<file path="src/assert_macros.svh">
// Assertion macros for the top-level RTL file of the least loaded port selector.
`ifndef ASSERT_MACROS_SVH
`define ASSERT_MACROS_SVH

// Property that must hold at every clock edge outside reset.
`define LLPS_ASSERT(lbl, clk, rst_n, prop, msg) \
  lbl: assert property (@(posedge clk) disable iff (!rst_n) (prop)) else $error(msg);

// Implication checked in the same cycle.
`define LLPS_ASSERT_IMP(lbl, clk, rst_n, ante, cons, msg) \
  lbl: assert property (@(posedge clk) disable iff (!rst_n) (ante) |-> (cons)) else $error(msg);

`endif

</file>
<file path="src/llps_pkg.sv">
// Package: shared types, codes and constants of the least loaded port selector.
package llps_pkg;

  localparam int unsigned PortsDefault = 16;
  localparam int unsigned LoadW        = 32;
  localparam int unsigned CmpW         = 9;

  localparam logic [2:0] REQ_ADD_TX  = 3'd0;
  localparam logic [2:0] REQ_ADD_RX  = 3'd1;
  localparam logic [2:0] REQ_SUB_TX  = 3'd2;
  localparam logic [2:0] REQ_SUB_RX  = 3'd3;
  localparam logic [2:0] REQ_MIN_TX  = 3'd4;
  localparam logic [2:0] REQ_MIN_RX  = 3'd5;
  localparam logic [2:0] REQ_MIN_SUM = 3'd6;

  localparam logic [0:0] REG_ACTIVE_PORTS = 1'b0;
  localparam logic [4:0] ActiveReset      = 5'd16;

  typedef enum logic [1:0] {
    ALU_ADD,
    ALU_SUB,
    ALU_MIN_ONE,
    ALU_MIN_SUM
  } alu_op_e;

  typedef struct packed {
    alu_op_e op;
    logic    use_rx;
  } alu_ctl_t;

endpackage

</file>
<file path="src/least_loaded_port_selector.sv">
// Top level: least loaded port selector with config port, sequencer and load stores.
//
//  channel | direction | handshake          | payload
//  --------+-----------+--------------------+----------------------------------
//  in      | in        | in_valid_i/stall_o | req_type_i, port_id_i, delta_i
//  out     | out       | out_valid_o/stall_i| chosen_port_o, found_o
//  cfg     | in        | APB psel/penable   | paddr, pwdata, prdata
//
// Update: read, then write back through the shared adder.
// Query: scans min(active_ports, PORTS) ports, one port per cycle through the
//   shared adder/comparator; the rate is set by the single read port of each load store.
// Reset clears the loads through per-entry valid bits; no clearing pass.
// A finished result waits in the output register; a new item is taken meanwhile.
`include "assert_macros.svh"

module least_loaded_port_selector #(
  parameter int unsigned PORTS = llps_pkg::PortsDefault
) (
  input  logic        clk_i,
  input  logic        rst_ni,
  input  logic        in_valid_i,
  output logic        in_stall_o,
  input  logic [2:0]  req_type_i,
  input  logic [7:0]  port_id_i,
  input  logic [31:0] delta_i,
  output logic        out_valid_o,
  input  logic        out_stall_i,
  output logic [3:0]  chosen_port_o,
  output logic        found_o,
  input  logic        psel,
  input  logic        penable,
  input  logic        pwrite,
  input  logic [2:0]  paddr,
  input  logic [31:0] pwdata,
  output logic [31:0] prdata,
  output logic        pready
);

  localparam int unsigned IdxW = (PORTS > 1) ? $clog2(PORTS) : 1;
  localparam int unsigned CmpW = llps_pkg::CmpW;
  localparam int unsigned LoadW = llps_pkg::LoadW;

  localparam logic [1:0] S_IDLE = 2'd0;
  localparam logic [1:0] S_UPD  = 2'd1;
  localparam logic [1:0] S_SCAN = 2'd2;
  localparam logic [1:0] S_DONE = 2'd3;

  logic [1:0]            state_q, state_d;
  logic [4:0]            active_q;
  logic [2:0]            req_q;
  logic [IdxW-1:0]       port_q;
  logic [LoadW-1:0]      delta_q;
  logic [IdxW-1:0]       cnt_q, cnt_d;
  logic signed [LoadW:0] best_q, best_d;
  logic [IdxW-1:0]       best_id_q, best_id_d;
  logic                  hit_q, hit_d;
  logic                  out_valid_q;
  logic [3:0]            chosen_q;
  logic                  found_q;

  logic                  in_acc;
  logic                  is_upd;
  logic                  is_qry;
  logic [CmpW-1:0]       live_n;
  logic [IdxW-1:0]       raddr;
  logic [LoadW-1:0]      tx_rd, rx_rd;
  logic                  tx_we, rx_we;
  logic                  use_rx;
  llps_pkg::alu_ctl_t    alu_ctl;
  logic [LoadW:0]        alu_res;
  logic                  alu_less;
  logic                  last;
  logic                  out_load;

  // Config port
  assign pready = 1'b1;
  assign prdata = (paddr[2] == llps_pkg::REG_ACTIVE_PORTS) ? {27'd0, active_q} : '0;

  always_ff @(posedge clk_i or negedge rst_ni) begin
    if (!rst_ni) begin
      active_q <= llps_pkg::ActiveReset;
    end else if (psel && penable && pwrite && pready &&
                 paddr[2] == llps_pkg::REG_ACTIVE_PORTS) begin
      active_q <= pwdata[4:0];
    end
  end

  assign live_n = ({4'd0, active_q} > CmpW'(PORTS)) ? CmpW'(PORTS) : {4'd0, active_q};

  // Request decode
  assign in_stall_o = (state_q != S_IDLE);
  assign in_acc     = in_valid_i && !in_stall_o;
  assign is_upd     = (req_type_i <= llps_pkg::REQ_SUB_RX) && ({1'b0, port_id_i} < live_n);
  assign is_qry     = (req_type_i >= llps_pkg::REQ_MIN_TX) &&
                      (req_type_i <= llps_pkg::REQ_MIN_SUM);

  assign use_rx = (req_q == llps_pkg::REQ_ADD_RX) || (req_q == llps_pkg::REQ_SUB_RX) ||
                  (req_q == llps_pkg::REQ_MIN_RX);

  always_comb begin
    alu_ctl.use_rx = use_rx;
    unique case (req_q) inside
      llps_pkg::REQ_ADD_TX, llps_pkg::REQ_ADD_RX: alu_ctl.op = llps_pkg::ALU_ADD;
      llps_pkg::REQ_SUB_TX, llps_pkg::REQ_SUB_RX: alu_ctl.op = llps_pkg::ALU_SUB;
      llps_pkg::REQ_MIN_SUM:                      alu_ctl.op = llps_pkg::ALU_MIN_SUM;
      default:                                    alu_ctl.op = llps_pkg::ALU_MIN_ONE;
    endcase
  end

  // Read address: next port while scanning, else first port or update target
  always_comb begin
    if (state_q == S_SCAN) begin
      raddr = cnt_q + IdxW'(1);
    end else if (is_qry) begin
      raddr = '0;
    end else begin
      raddr = port_id_i[IdxW-1:0];
    end
  end

  assign tx_we = (state_q == S_UPD) && !use_rx;
  assign rx_we = (state_q == S_UPD) && use_rx;

  llps_load_mem #(
    .DEPTH (PORTS)
  ) u_tx_mem (
    .clk_i   (clk_i),
    .rst_ni  (rst_ni),
    .we_i    (tx_we),
    .waddr_i (port_q),
    .wdata_i (alu_res[LoadW-1:0]),
    .raddr_i (raddr),
    .rdata_o (tx_rd)
  );

  llps_load_mem #(
    .DEPTH (PORTS)
  ) u_rx_mem (
    .clk_i   (clk_i),
    .rst_ni  (rst_ni),
    .we_i    (rx_we),
    .waddr_i (port_q),
    .wdata_i (alu_res[LoadW-1:0]),
    .raddr_i (raddr),
    .rdata_o (rx_rd)
  );

  llps_alu u_alu (
    .ctl_i   (alu_ctl),
    .tx_i    (tx_rd),
    .rx_i    (rx_rd),
    .delta_i (delta_q),
    .best_i  (best_q),
    .res_o   (alu_res),
    .less_o  (alu_less)
  );

  assign last     = (CmpW'(cnt_q) == live_n - CmpW'(1));
  assign out_load = (state_q == S_DONE) && (!out_valid_q || !out_stall_i);

  // Sequencer
  always_comb begin
    state_d   = state_q;
    cnt_d     = cnt_q;
    best_d    = best_q;
    best_id_d = best_id_q;
    hit_d     = hit_q;
    unique case (state_q)
      S_IDLE: begin
        if (in_acc) begin
          cnt_d     = '0;
          best_d    = {2'b00, {(LoadW-1){1'b1}}};
          best_id_d = '0;
          hit_d     = 1'b0;
          if (is_upd) begin
            state_d = S_UPD;
          end else if (is_qry) begin
            state_d = (live_n == '0) ? S_DONE : S_SCAN;
          end
        end
      end
      S_UPD: begin
        state_d = S_IDLE;
      end
      S_SCAN: begin
        if (alu_less) begin
          best_d    = $signed(alu_res);
          best_id_d = cnt_q;
          hit_d     = 1'b1;
        end
        cnt_d = cnt_q + IdxW'(1);
        if (last) begin
          state_d = S_DONE;
        end
      end
      S_DONE: begin
        if (out_load) begin
          state_d = S_IDLE;
        end
      end
      default: begin
        state_d = S_IDLE;
      end
    endcase
  end

  always_ff @(posedge clk_i or negedge rst_ni) begin
    if (!rst_ni) begin
      state_q     <= S_IDLE;
      out_valid_q <= 1'b0;
    end else begin
      state_q <= state_d;
      if (out_load) begin
        out_valid_q <= 1'b1;
      end else if (!out_stall_i) begin
        out_valid_q <= 1'b0;
      end
    end
  end

  always_ff @(posedge clk_i) begin
    cnt_q     <= cnt_d;
    best_q    <= best_d;
    best_id_q <= best_id_d;
    hit_q     <= hit_d;
    if (in_acc) begin
      req_q   <= req_type_i;
      port_q  <= port_id_i[IdxW-1:0];
      delta_q <= delta_i;
    end
    if (out_load) begin
      chosen_q <= 4'(best_id_q);
      found_q  <= hit_q;
    end
  end

  assign out_valid_o   = out_valid_q;
  assign chosen_port_o = chosen_q;
  assign found_o       = found_q;

  `LLPS_ASSERT(a_one_store_written, clk_i, rst_ni, !(tx_we && rx_we), "both stores written")
  `LLPS_ASSERT_IMP(a_no_write_in_scan, clk_i, rst_ni, state_q == S_SCAN, !tx_we && !rx_we, "store written during scan")
  `LLPS_ASSERT_IMP(a_scan_in_range, clk_i, rst_ni, state_q == S_SCAN, CmpW'(cnt_q) < live_n, "scan index beyond active ports")
  `LLPS_ASSERT_IMP(a_none_is_zero, clk_i, rst_ni, out_valid_o && !found_o, chosen_port_o == 4'd0, "port reported with no hit")

endmodule

</file>
<file path="src/llps_load_mem.sv">
// Load store: one write port, one registered read port, per-entry valid bits.
module llps_load_mem #(
  parameter int unsigned DEPTH = llps_pkg::PortsDefault
) (
  input  logic                                         clk_i,
  input  logic                                         rst_ni,
  input  logic                                         we_i,
  input  logic [((DEPTH > 1) ? $clog2(DEPTH) : 1)-1:0] waddr_i,
  input  logic [llps_pkg::LoadW-1:0]                   wdata_i,
  input  logic [((DEPTH > 1) ? $clog2(DEPTH) : 1)-1:0] raddr_i,
  output logic [llps_pkg::LoadW-1:0]                   rdata_o
);

  logic [llps_pkg::LoadW-1:0] mem [DEPTH];
  logic [DEPTH-1:0]           vld_q;
  logic [llps_pkg::LoadW-1:0] rdata_q;
  logic                       rvld_q;

  always_ff @(posedge clk_i) begin
    if (we_i) begin
      mem[waddr_i] <= wdata_i;
    end
    rdata_q <= mem[raddr_i];
  end

  always_ff @(posedge clk_i or negedge rst_ni) begin
    if (!rst_ni) begin
      vld_q  <= '0;
      rvld_q <= 1'b0;
    end else begin
      if (we_i) begin
        vld_q[waddr_i] <= 1'b1;
      end
      rvld_q <= vld_q[raddr_i];
    end
  end

  assign rdata_o = rvld_q ? rdata_q : '0;

endmodule

</file>
<file path="src/llps_alu.sv">
// Shared 33-bit add/subtract unit with signed compare against the running minimum.
module llps_alu (
  input  llps_pkg::alu_ctl_t          ctl_i,
  input  logic [llps_pkg::LoadW-1:0]  tx_i,
  input  logic [llps_pkg::LoadW-1:0]  rx_i,
  input  logic [llps_pkg::LoadW-1:0]  delta_i,
  input  logic signed [llps_pkg::LoadW:0] best_i,
  output logic [llps_pkg::LoadW:0]    res_o,
  output logic                        less_o
);

  logic [llps_pkg::LoadW:0] x;
  logic [llps_pkg::LoadW:0] y;
  logic                     cin;

  always_comb begin
    x   = ctl_i.use_rx ? {rx_i[llps_pkg::LoadW-1], rx_i} : {tx_i[llps_pkg::LoadW-1], tx_i};
    y   = '0;
    cin = 1'b0;
    case (ctl_i.op)
      llps_pkg::ALU_ADD: begin
        y = {delta_i[llps_pkg::LoadW-1], delta_i};
      end
      llps_pkg::ALU_SUB: begin
        y   = ~{delta_i[llps_pkg::LoadW-1], delta_i};
        cin = 1'b1;
      end
      llps_pkg::ALU_MIN_SUM: begin
        x = {tx_i[llps_pkg::LoadW-1], tx_i};
        y = {rx_i[llps_pkg::LoadW-1], rx_i};
      end
      default: begin
        y = '0;
      end
    endcase
  end

  assign res_o  = x + y + {{llps_pkg::LoadW{1'b0}}, cin};
  assign less_o = $signed(res_o) < best_i;

endmodule

</file>
<file path="config.mk">
export PLATFORM = sky130hd
export DESIGN_NAME = least_loaded_port_selector
export DESIGN_NICKNAME = d
export VERILOG_FILES = /design/src/llps_pkg.sv /design/src/least_loaded_port_selector.sv /design/src/llps_load_mem.sv /design/src/llps_alu.sv
export VERILOG_INCLUDE_DIRS = /design/src /design/src/src
export SDC_FILE = /design/constraint.sdc
export NUM_CORES = 2
export LEC_CHECK = 0
export ABC_CLOCK_PERIOD_IN_PS = 10100
export BUFFER_PORTS_ARGS = -buffer_cell sky130_fd_sc_hd__buf_2
export CAP_MARGIN = 10
export CORE_ASPECT_RATIO = 1.25
export CORE_MARGIN = 3
export CORE_UTILIZATION = 35
export CTS_CLUSTER_SIZE = 16
export DETAILED_ROUTE_END_ITERATION = 16
export GPL_ROUTABILITY_DRIVEN = 1
export SLEW_MARGIN = 20
export SYNTH_ARGS = -nofsm -noshare
export SYNTH_HDL_FRONTEND = slang
export SYNTH_SLANG_ARGS = --single-unit
</file>
<file path="constraint.sdc">
create_clock -name clk_i -period 10.1 [get_ports clk_i]
set_input_delay 2.02 -clock clk_i [delete_from_list [all_inputs] [get_ports clk_i]]
set_output_delay 2.02 -clock clk_i [all_outputs]
set_load 0.02 [all_outputs]
</file>
==> results by group <==
Synth
  – Synth Area in Compound Gates: 4.52%
  – Number of synthesized flops with an enable pin: 1110
  – Seq/Total Area, Yosys: 73.2%
  – Asr flop ratio synth: about 3.5%
  – Post-synthesis register bit count: approximately 1.2k
  – Synthesized area: 48700 um2
  – Multiplexer area fraction after synthesis: 12.6%
  – Syn avg cell area: 18.4 um2
  – Synth warnings: 0
  – Synth Flop Type: edfxtp_1
  – Largest family of logic cells by synthesized area: multiplexers
  – Adder-Cell Fraction of Synth Area: 1.85%
  – Synth Area in XOR/XNOR: 1.15%
  – Post-Syn Instances: 2643
  – Post-Synth Simple-Gate Area: 4.44%
  – Yosys cell types: ~70

Clocking
  – CTS Buf Count: 120
  – Clock slew seen by the registers of the worst setup and hold paths: 0.07 ns
  – H-tree depth: 3
  – Post-CTS Resized: 0
  – Cts hold-fix bufs: 0
  – Deepest clock path buffer count: 3
  – Clock Sinks: 1216
  – Clk root buf: clkbuf_16
  – Postcts setup bufs: 0
  – Clock Latency Late Sink: 0.77 ns
  – CTS tree: built

Cells and area
  – Fill cell count: 12.3k
  – Layout cell share with drive strength beyond 1: 24.4%
  – Most frequent cells in the layout: edfxtp_1, mux4_2, nand2_1
  – Most common cell after layout, fill and taps aside: edfxtp_1
  – Layout area overhead: 14.4%
  – Layout Nets: 2938
  – Final core utilization: just over 40%

Run
  – MaxCap Viol Count: 0

Die
  – Die H: 423 um
  – Width of the die: 340 um
  – I/O pins: 125
  – Core area: 138000 um2
  – Initial Utilization: 35.4%
  – Die Footprint: 144000 um2
  – Row Count: 152

Min path
  – HP Class: flop to flop
  – HP Start: best_id_q[2]

Drt
  – Initial DRC count: 2512
  – DR WL/cell: 26.3 um
  – Vias: 25.3k
  – Residual DRC: 0
  – Drt first pass iters: 6
  – DRT antenna net count: 0
  – Via density: 5.34
  – Final WL: 125 mm

STA
  – Setup total negative slack: 0 ns
  – Final worst slack: between 2 and 2.5 ns
  – Final hold vios: 0
  – RSZ-0062 raised after global routing: false
  – Tcrit/Tclk final: 76.5%
  – Slew @ Worst Pin: 1.18 ns
  – Clock Skews: 0.0392 ns
  – Slew Limit Headroom: 21.5%
  – Fmax: roughly 0.13 GHz
  – # setup viols final: 0
  – Fin. max-slew vios: 0
  – WHS: 0.380 ns
  – Final min period: 7.73 ns

Placement
  – Final HPWL DP: 70.4 mm
  – I/O Buffers: 67
  – Place WS: 2.15 ns
  – Final Wtd Congestion: 0.870

Critical path
  – Element type at the critical path end: flop
  – WS Path Type: flop to flop
  – Top delay family on crit path: compound AO/OA/AOI/OAI gates
  – CP arrival: 8.10 ns
  – Worst setup path start: req_q[1]
  – Worst r2r src: req_q[1]
  – Top cell by count, worst path: a31oi_1
  – Startpoint type of the worst setup path: flop
  – Slowest-stage cell, CP: a311oi_1
  – Max incr delay on CP: 0.72 ns
  – Cell Chain, Critical Path: buf_4 > nand2_1 > and2_2 > and3_1 > a31oi_1 > fa_1 > inv_1 > fa_2 > a211oi_1 > nor3_1 > o21ai_1 > o21ai_1 > a311oi_1 > xnor2_4 > ha_1 > nand4_1 > a31oi_1 > o31a_1 > a31oi_1 > o21ai_0 > o21ai_4 > buf_4
  – Buffers & Inverters on Critical Path: 3
  – WP data required: 10.47 ns
  – Critical path fanouts, max: 36

Pwr
  – Worst VDD drop: about 0.44 mV
  – Pwr dens: 288 nW/um2
  – Total Power: roughly 0.016 W
  – P_leak: 18.8 nW

Global routing
  – Largest net degree at the start of global routing: between 100 and 150
  – First-pass GRT wire length: 180 mm
  – GR peak layer: met2
  – GRT Total Usage: 17.2%
  – Grt ovf: 0
  – Met2 global-route usage: 27.7%
  – Vias in the first global route: 25.5k
  – Antenna violations before repair: 2
  – GR Util met3: 3.43%
  – GR Util met1: 23.4%

Status
  – Status: finished clean
## worst paths after layout
| kind | to | slack (ns) | cells after the start |
|---|---|---|---|
| worst min-delay path | chosen_port_o[2] | 0.38 | 0 |
| worst max register to register | best_id_q[0] | 2.37 | 22 |
| worst min register to register | chosen_port_o[2] | 0.38 | 0 |
| min in group asynchronous | active_q[0] | 1.38 | 2 |
| max in group asynchronous | u_rx_mem.vld_q[3] | 8.19 | 2 |
| worst max-delay path | best_id_q[0] | 2.37 | 22 |
## sequential cells by signal, indices dropped and copies added (netlist names), 2 cells and up
register / cells
u_rx_mem.vld_q: 16
cnt_q: 4
u_tx_mem.mem: 512
chosen_port_o: 4
u_tx_mem.vld_q: 16
port_q: 4
best_id_q: 4
active_q: 5
u_rx_mem.mem: 512
u_rx_mem.rdata_q: 32
best_q: 33
req_q: 3
delta_q: 32
state_q: 2
u_tx_mem.rdata_q: 32
## power by group
part           total [W]  leakage, nW  switching [W]  internal, W
clock            0.00437         1.86        0.00193      0.00244
sequential       0.00630         11.3       0.000180      0.00612
combinational    0.00535         5.69        0.00309      0.00226
total             0.0160         18.8        0.00520       0.0108
## routing by layer
metal | share of wire, % | wire length (um) | vias to the layer above
met3 | 7.2 | 9030 | 167
met4 | 3.0 | 3720 | 2
met2 | 49 | 60500 | 898
li1 | - | - | 10788
met1 | 41 | 51400 | 13446
met5 | 0.0072 | 9 | -
## metrics by stage
stage	instances	instance area [um2]
3_3_place_gp	4507	51800
4_1_cts	4735	55700
6_report	4736	55700
5_1_grt	4735	55700
2_1_floorplan	2669	48800
3_5_place_dp	4508	51900
## worst reg2reg max path, cell delays in order (launching register included)
cell and delay (ns):
edfxtp_1 0.32, buf_4 0.52, nand2_1 0.22, and2_2 0.51
and3_1 0.34, a31oi_1 0.21, fa_1 0.29, inv_1 0.08
fa_2 0.43, a211oi_1 0.35, nor3_1 0.17, o21ai_1 0.40
o21ai_1 0.21, a311oi_1 0.72, xnor2_4 0.37, ha_1 0.42
nand4_1 0.11, a31oi_1 0.11, o31a_1 0.30, a31oi_1 0.14
o21ai_0 0.19, o21ai_4 0.42, buf_4 0.50
## area by class of cell
| class | instances | area [um2] | share of cell area (%) |
|---|---|---|---|
| inverter | 56 | 210 | 0.377 |
| multi-input combinational | 1238 | 12600 | 22.7 |
| timing repair buffer | 150 | 1030 | 1.85 |
| clock buffer | 161 | 3240 | 5.81 |
| tap | 1848 | 2310 | 4.15 |
| sequential | 1216 | 35700 | 64.0 |
| clock inverter | 66 | 614 | 1.10 |
| antenna | 1 | 2.50 | 0.00449 |
## Yosys cell counts, types with 9 or more instances
master | count | area, um2
a21o_1 | 12 | 90.1
a21oi_1 | 56 | 280
a22oi_1 | 133 | 998
and2_1 | 16 | 100
buf_1 | 9 | 33.8
buf_2 | 31 | 155
buf_4 | 54 | 405
clkbuf_1 | 61 | 229
dfrtp_1 | 41 | 1030
dfxtp_1 | 64 | 1280
edfxtp_1 | 1110 | 33300
ha_1 | 69 | 863
inv_1 | 55 | 206
mux2i_1 | 10 | 100
mux4_2 | 264 | 5950
nand2_1 | 177 | 664
nand2b_1 | 24 | 150
nand3_1 | 73 | 365
nand4_1 | 13 | 81.3
nor2_1 | 81 | 304
nor3_1 | 18 | 90.1
o21a_1 | 12 | 90.1
o21ai_0 | 64 | 320
or2_2 | 36 | 225
xnor2_1 | 55 | 482
xor2_1 | 9 | 78.8
## kinds of logic (layout without fill, tap and decap cells)
group / count (synthesis) / count (layout)
compound gates: 331 / 331
simple gates: 463 / 463
xor+xnor: 64 / 64
buf+inv: 215 / 433
other cells: 2 / 29
flops: 1216 / 1216
mux: 281 / 281
fa+ha+maj: 71 / 71
Power figures use the tool's default switching activity.
